==> config.mk <==
export PLATFORM = sky130hd
export DESIGN_NAME = esg_front
export DESIGN_NICKNAME = d
export VERILOG_FILES = /design/src/rtl/esg_pkg.sv /design/src/rtl/esg_front.sv
export SDC_FILE = /design/constraint.sdc
export NUM_CORES = 1
export LEC_CHECK = 0
export BUFFER_PORTS_ARGS = -buffer_cell sky130_fd_sc_hd__clkbuf_2
export CORE_AREA = 2 2 39 41
export DETAILED_ROUTE_END_ITERATION = 16
export DIE_AREA = 0 0 41 43
export HOLD_SLACK_MARGIN = 0.08
export PLACE_DENSITY = 0.5
export SLEW_MARGIN = 20
export SYNTH_ARGS = -nofsm -noshare
export SYNTH_HDL_FRONTEND = slang
export SYNTH_SLANG_ARGS = --single-unit
export TNS_END_PERCENT = 30
==> constraint.sdc <==
create_clock -name i_clk -period 1.6 [get_ports i_clk]
set_input_delay 0.08 -clock i_clk [delete_from_list [all_inputs] [get_ports i_clk]]
set_output_delay 0.08 -clock i_clk [all_outputs]
set_load 0.05 [all_outputs]
==> src/rtl/esg_pkg.sv <==
// Shared types, constants and the quarter-wave sine function for the exponential sweep generator.
`default_nettype none

package esg_pkg;

    localparam int ENV_W       = 56;
    localparam int FRAC_W      = 46;
    localparam int RATIO_W     = 47;
    localparam int PHASE_W     = 32;
    localparam int AMP_W       = 16;
    localparam int AMP_FRAC    = 15;
    localparam int COUNT_W     = 32;
    localparam int TURN_W      = 32;
    localparam int PHASE_SHIFT = 30;
    localparam int MAG_W       = 31;

    localparam int MUL_A_W  = 57;
    localparam int MUL_B_W  = 48;
    localparam int MUL_CH_W = 24;
    localparam int PROD_W   = MUL_A_W + MUL_B_W;

    localparam int CFG_DATA_W = 64;
    localparam int CFG_ADDR_W = 6;

    localparam logic [ENV_W-1:0]   ENV_ONE   = 56'h4000_0000_0000;
    localparam logic [RATIO_W-1:0] RATIO_ONE = 47'h4000_0000_0000;
    localparam logic [AMP_W-1:0]   AMP_RESET = 16'h8000;
    localparam logic [COUNT_W-1:0] LEN_RESET = 32'd48000;

    localparam logic [63:0] HALF_PI_Q30 = 64'd1686629713;
    localparam logic [63:0] Q30_ONE     = 64'h4000_0000;

    typedef enum logic [2:0] {
        REG_GROWTH      = 3'd0,
        REG_SQRT_GROWTH = 3'd1,
        REG_PHASE_SCALE = 3'd2,
        REG_AMP_SCALE   = 3'd3,
        REG_LENGTH      = 3'd4
    } t_reg_idx;

    typedef struct packed {
        logic [RATIO_W-1:0] growth_ratio;
        logic [RATIO_W-1:0] sqrt_growth_ratio;
        logic [PHASE_W-1:0] phase_scale;
        logic [AMP_W-1:0]   amplitude_scale;
        logic [COUNT_W-1:0] length_samples;
    } t_cfg;

    typedef struct packed {
        logic restart;
    } t_item;

    typedef struct packed {
        logic               start;
        logic               two;
        logic [MUL_A_W-1:0] a;
        logic [MUL_B_W-1:0] b;
    } t_mul_req;

    // Quarter-wave sine in Q1.30 by a truncated Taylor series, clamped to [0, 1.0].
    function automatic logic [MAG_W-1:0] sine_q30(input logic [63:0] x);
        logic [63:0]        x2;
        logic [63:0]        term;
        logic signed [65:0] sum;
        x2   = (x * x) >> 30;
        term = x;
        sum  = $signed({2'b00, x});
        for (int k = 1; k <= 7; k++) begin
            term = ((term * x2) >> 30) / 64'((2 * k) * (2 * k + 1));
            if (k[0]) begin
                sum = sum - $signed({2'b00, term});
            end else begin
                sum = sum + $signed({2'b00, term});
            end
        end
        if (sum < 0) begin
            sum = '0;
        end
        if (sum > $signed({2'b00, Q30_ONE})) begin
            sum = $signed({2'b00, Q30_ONE});
        end
        return sum[MAG_W-1:0];
    endfunction

endpackage

`default_nettype wire

==> src/rtl/esg_front.sv <==
// Input side that accepts sample requests into a two-entry queue.
`default_nettype none

module esg_front
    import esg_pkg::*;
(
    input  wire logic i_clk,
    input  wire logic i_rst_n,
    input  wire logic i_tvalid,
    output logic      o_tready,
    input  wire logic i_restart,
    output logic      o_item_valid,
    output t_item     o_item,
    input  wire logic i_pop
);

    localparam logic [1:0] DEPTH = 2'd2;

    t_item      r_mem [2];
    logic       r_wptr;
    logic       r_rptr;
    logic [1:0] r_count;
    logic       w_push;

    assign o_tready     = (r_count != DEPTH);
    assign w_push       = i_tvalid && o_tready;
    assign o_item_valid = (r_count != 2'd0);
    assign o_item       = r_mem[r_rptr];

    always_ff @(posedge i_clk) begin
        if (!i_rst_n) begin
            r_wptr  <= 1'b0;
            r_rptr  <= 1'b0;
            r_count <= 2'd0;
        end else begin
            if (w_push) begin
                r_wptr <= !r_wptr;
            end
            if (i_pop) begin
                r_rptr <= !r_rptr;
            end
            if (w_push && !i_pop) begin
                r_count <= r_count + 2'd1;
            end else if (!w_push && i_pop) begin
                r_count <= r_count - 2'd1;
            end
        end
    end

    always_ff @(posedge i_clk) begin
        if (w_push) begin
            r_mem[r_wptr].restart <= i_restart;
        end
    end

endmodule

`default_nettype wire

# --- After elaboration in Yosys (flattened, before gate mapping) ---
# Memories as Yosys holds them, arrays and structs flattened. A register that Yosys moved wholly into a read port is not among the register bits.
# Index checks and enable logic that the tools add are counted.
totals:
  wordCells: 22
  out_inout_bits: 3
  input_bits: 5
  ff_bits: 4
  ramBits: 2
  n_memories: 1
memory_table:
  columns: ["name", "words", "word_bits", "rd", "rd_clocked_by_memory_dff", "write_ports", "line_no", "text"]
  rows:
  - ["r_mem", 2, 1, 1, 1, 1, "esg_front.sv:19", "t_item r_mem [2];"]
op_classes:
  addsub: 2
  eq_ne: 1
  reduce_logical: 9
  n_mux: 6
op_table:
  columns: ["operator", "count"]
  rows:
  - ["1-bit zero test", 4]
  - ["1-bit two-way mux", 4]
  - ["2-bit two-way mux", 2]
  - ["2-bit nonzero test", 2]
  - ["1-bit logical AND", 3]
  - ["2-bit by 1-bit adder with 2-bit output, second input constant", 1]
  - ["2-bit != test, second input constant", 1]
  - ["2-bit by 1-bit subtractor with 2-bit output, second input constant", 1]

# --- Longest topological paths before layout ---
depth:
  depth_word: 6
  ltp_mapped: 6
  ltp_nobuf: 6

# --- Worst setup path after synthesis ---
# No wires, ideal clock.
synth_path:
  path_kind: "reg-to-reg"
  startpoint: "register r_count[0]"
  endpoint: "register r_count[1]"
  n_path_buf: 0
  stages_incl_launch_ff: 6
  arrival_ps: 1499
  t_required_ps: 1530
  setup_time_ps: 70
  setup_slack_ps: 32
  synth_period_minus_slack_ps: 1568
  path_cell_list: "dfxtp_1 nand2b_4 and2_1 ha_1 or3_1 a21boi_1"
synth_via:
  elab_chain_cells: 5
  elab_cells_between_ends: 10
  cone_classes: "add/sub: 2; eq/ne: 1; mux: 2; reduce/logical: 5"
synth_rtl:
  columns: ["element", "line_no", "text"]
  rows:
  - ["from (decl)", "esg_front.sv:22", "logic [1:0] r_count;"]
  - ["from (signal assigned)", "esg_front.sv:43", "r_count <= r_count + 2'd1;"]
  - ["from (signal assigned)", "esg_front.sv:45", "r_count <= r_count - 2'd1;"]
  - ["2-bit != test (*)", "esg_front.sv:25", "assign o_tready = (r_count != DEPTH);"]
  - ["named net o_tready", "esg_front.sv:10", "output logic o_tready,"]
  - ["1-bit logical AND (*)", "esg_front.sv:26", "assign w_push = i_tvalid && o_tready;"]
  - ["1-bit zero test", "esg_front.sv:44", "end else if (!w_push && i_pop) begin"]
  - ["1-bit logical AND", "esg_front.sv:44", null]
  - ["2-bit nonzero test (no source line)", null, null]
# The timed path passes the listed nets; every way through them passes the cells marked *. The select of a mux whose other input is x is not followed.
# A chain may end at the register's enable or synchronous reset.

# --- Worst setup path in the final report ---
layout_path:
  startpoint: "register r_count[0]"
  endpoint: "register r_count[1]"
layout_via:
  elab_chain_cells: 5
  elab_cells_between_ends: 10
  cone_classes: "add/sub: 2; eq/ne: 1; mux: 2; reduce/logical: 5"
layout_rtl:
  columns: ["element"]
  rows:
  - ["branches (longest 5 deep; another with 2-bit by 1-bit subtractor with 2-bit output)"]
# Parallel ways; which one is timed is not known. The select of a mux whose other input is x is not followed.

==> summary.md <==
| Metric | Value |
|---|---|
| Setup CP Type | `reg -> reg` |
| Core ar. | `0.00138 mm^2` |
| Worst setup margin | `75.8 ps` |
| Unrepaired setup endpoints after global routing | `no` |
| Min cycle time layout | `1520 ps` |
| Routed WL | `531 um` |
| Worst R2R End | `r_count[1]` |
| Detailed Routing Iterations Pass 1 | `2` |
| FILL cells | `156` |
| Layout cells sized above 1 | `0.359` |
| Clock power share | `0.266` |
| Cts bufs inserted | `3` |
| Comb power frac | `0.336` |
| Max-slew violations | `0` |
| Clock Skew | `2.65 ps` |
| Worst vdd ir | `0.000447 V` |
| Worst slew margin | `0.815` |
| H-tree levels | `1` |
| First-pass GRT wire length | `959 um` |
| Area of the multi-input gates | `145 um^2` |
| Syn-to-layout area delta | `29.2%` |
| Met2 Wirelength | `284 um` |
| Vias per cell | `4.22` |
| Storage cell area | `160 um^2` |
| GRT Resource Usage Total | `0.0896` |
| Met3 WL | `37 um` |
| Most frequent cells in the layout | `7 x clkbuf_2, 5 x dfxtp_1, 4 x and2_1` |
| Fmax | `656 MHz` |
| CP startpoint | `r_count[0]` |
| CTS Sinks | `7` |
| Synth top area share | `0.320` |
| Syn avg cell area | `11.6 um^2` |
| Die H | `43 um` |
| Worst setup SP type | `flop` |
| Number of global-route vias before repair | `243` |
| CTS tree | `yes` |
| DR top layer | `met3` |
| Flops & latches, synth | `7` |
| Reg power frac | `0.399` |
| IO Port Bufs | `7` |
| CP Max Fanout | `5` |
| Post-synth cell types | `17` |
| Most common cell after layout, fill and taps aside | `clkbuf_2` |
| Gate Count Post-Synth | `27` |
| Worst Hold Class | `in -> reg` |
| Switching portion of total power | `0.345` |
| Total overflow reported by the global router | `0` |
| Num ports | `8` |
| Row cnt | `14` |
| Max Cap Viol | `0` |
| Routed WL per cell | `9.65 um` |
| Placed Cells incl. Taps | `50` |
| Die area | `0.00176 mm^2` |
| Synth Net Count | `33` |
| Gp weighted congestion | `0.629` |
| Area leader, netlist | `dfxtp_1` |
| CTS root buffer | `clkbuf_4` |
| Final Net Count | `46` |
| Initial antenna violation count | `0` |
| Critical Path End Type | `flop` |
| Pwr/cell area | `1440 mW/mm^2` |
| Synth Cell Area | `313 um^2` |
| Final Setup Violations | `0` |
| Int Pwr | `0.000382 W` |
| Post-route ant nets | `0` |
| Sequential cell area fraction in the yosys report | `0.512` |
| Pin count of the biggest net entering global routing | `6` |
| Fin crit share | `0.953` |
| Die X-Extent | `41 um` |
| Net switching power | `0.000201 W` |
| Yosys warns | `0` |
| Worst Setup EP | `r_count[1]` |
| Launch point of the worst reg-to-reg path | `r_count[0]` |
| WP data arrival | `1700 ps` |
| Fin Setup TNS | `0 ps` |
| Clock-pin slew on the worst setup and hold paths | `50 ps` |
| Synth top area cells | `dfxtp_1 32%, edfxtp_1 19%, and2_1 8.0%` |
| Worst r2r path cells | `5` |
| Residual DRC | `0` |
| Reg-to-reg setup timing slack | `80 ps` |
| LEAKAGE | `0.185 nW` |
| Clk_lat worst skew | `250 ps` |
| Post-Layout Cell Count | `55` |
| Status | `finished clean` |
| Initial DRC count | `1` |
| Via count | `232` |
| Final hold violations | `0` |
| Initial Util | `0.226` |
| Slew @ Worst Pin | `279 ps` |
| Metal1 wirelength | `209 um` |
| Hold WS | `97.6 ps` |
| Final Power | `0.000584 W` |
| Clk buf depth | `2` |
| Place WS | `88.9 ps` |
| Ant diodes | `0` |
| Worst Path Required | `1780 ps` |
per-layer routing:
layer,GRT usage,up-vias
li1,-,115
met3,0.0785,0
met4,0.0600,0
met2,0.128,7
met5,0,-
met1,0.0779,110
synthesized netlist by cell type, drive strengths merged:
library cell  count
nand2b            1
a21bo             1
xnor2             1
xor2              2
dfxtp             5
a21boi            2
and2              4
edfxtp            2
inv               2
mux2              1
or3               1
o21ai             1
nand3b            1
ha                1
or2               1
and3              1
power groups by stage:
| stage | sequential (W) | combinational (W) | clock (W) |
|---|---|---|---|
| after floorplan | 0.000231 | 0.000159 | 0 |
| after global placement | 0.000233 | 0.000190 | 0 |
| after detailed placement | 0.000236 | 0.000195 | 0 |
| after CTS | 0.000233 | 0.000199 | 0.000167 |
| after global routing | 0.000237 | 0.000212 | 0.000180 |
| final | 0.000233 | 0.000196 | 0.000155 |
critical path: stages, from the launching register on:
cell and delay [ps]:
dfxtp_1 340, nand2b_4 170, and2_1 160, ha_1 310, or3_1 350, a21boi_1 140
per-stage QoR:
step           cell area [um^2]  utilization
5_1_grt                     404        0.292
4_1_cts                     404        0.292
6_report                    404        0.292
3_5_place_dp                368        0.266
2_1_floorplan               313            -
3_3_place_gp                368        0.266
worst min path at each step:
stage                    from         end  slack [ps]  depth (start not counted)
floorplan           i_restart    r_mem[0]         180                          0
global placement    i_restart    r_mem[0]         270                          1
global route          i_rst_n        flop         110                          2
detailed placement  i_restart    r_mem[1]         290                          1
CTS                   i_rst_n  r_count[0]         100                          2
finish                i_rst_n      r_rptr         100                          2
cell families after synthesis:
| kind of cell | after synthesis | synth area share |
|---|---|---|
| adder cells (fa/ha/maj) | 1 | 0.0400 |
| flip-flops | 7 | 0.512 |
| AO/OA/AOI/OAI | 4 | 0.0960 |
| multiplexers | 1 | 0.0360 |
| buffers and inverters | 2 | 0.0240 |
| AND/OR/NAND/NOR | 9 | 0.208 |
| XOR/XNOR | 3 | 0.0840 |
layout make-up:
cell class / count / share of cell area
sequential: 7 / 0.396
multi-input combinational: 18 / 0.359
timing repair buffer: 8 / 0.111
clock buffer: 4 / 0.0650
tap: 16 / 0.0495
inverter: 2 / 0.0186
timing repair:
item,in CTS,in global routing
setup endpoints to repair,0,0
hold buffers,1,0
buffers inserted,0,0
hold endpoints to repair,2,0
gates resized for setup,0,0
No activity file was read; power rests on OpenSTA's default activity.
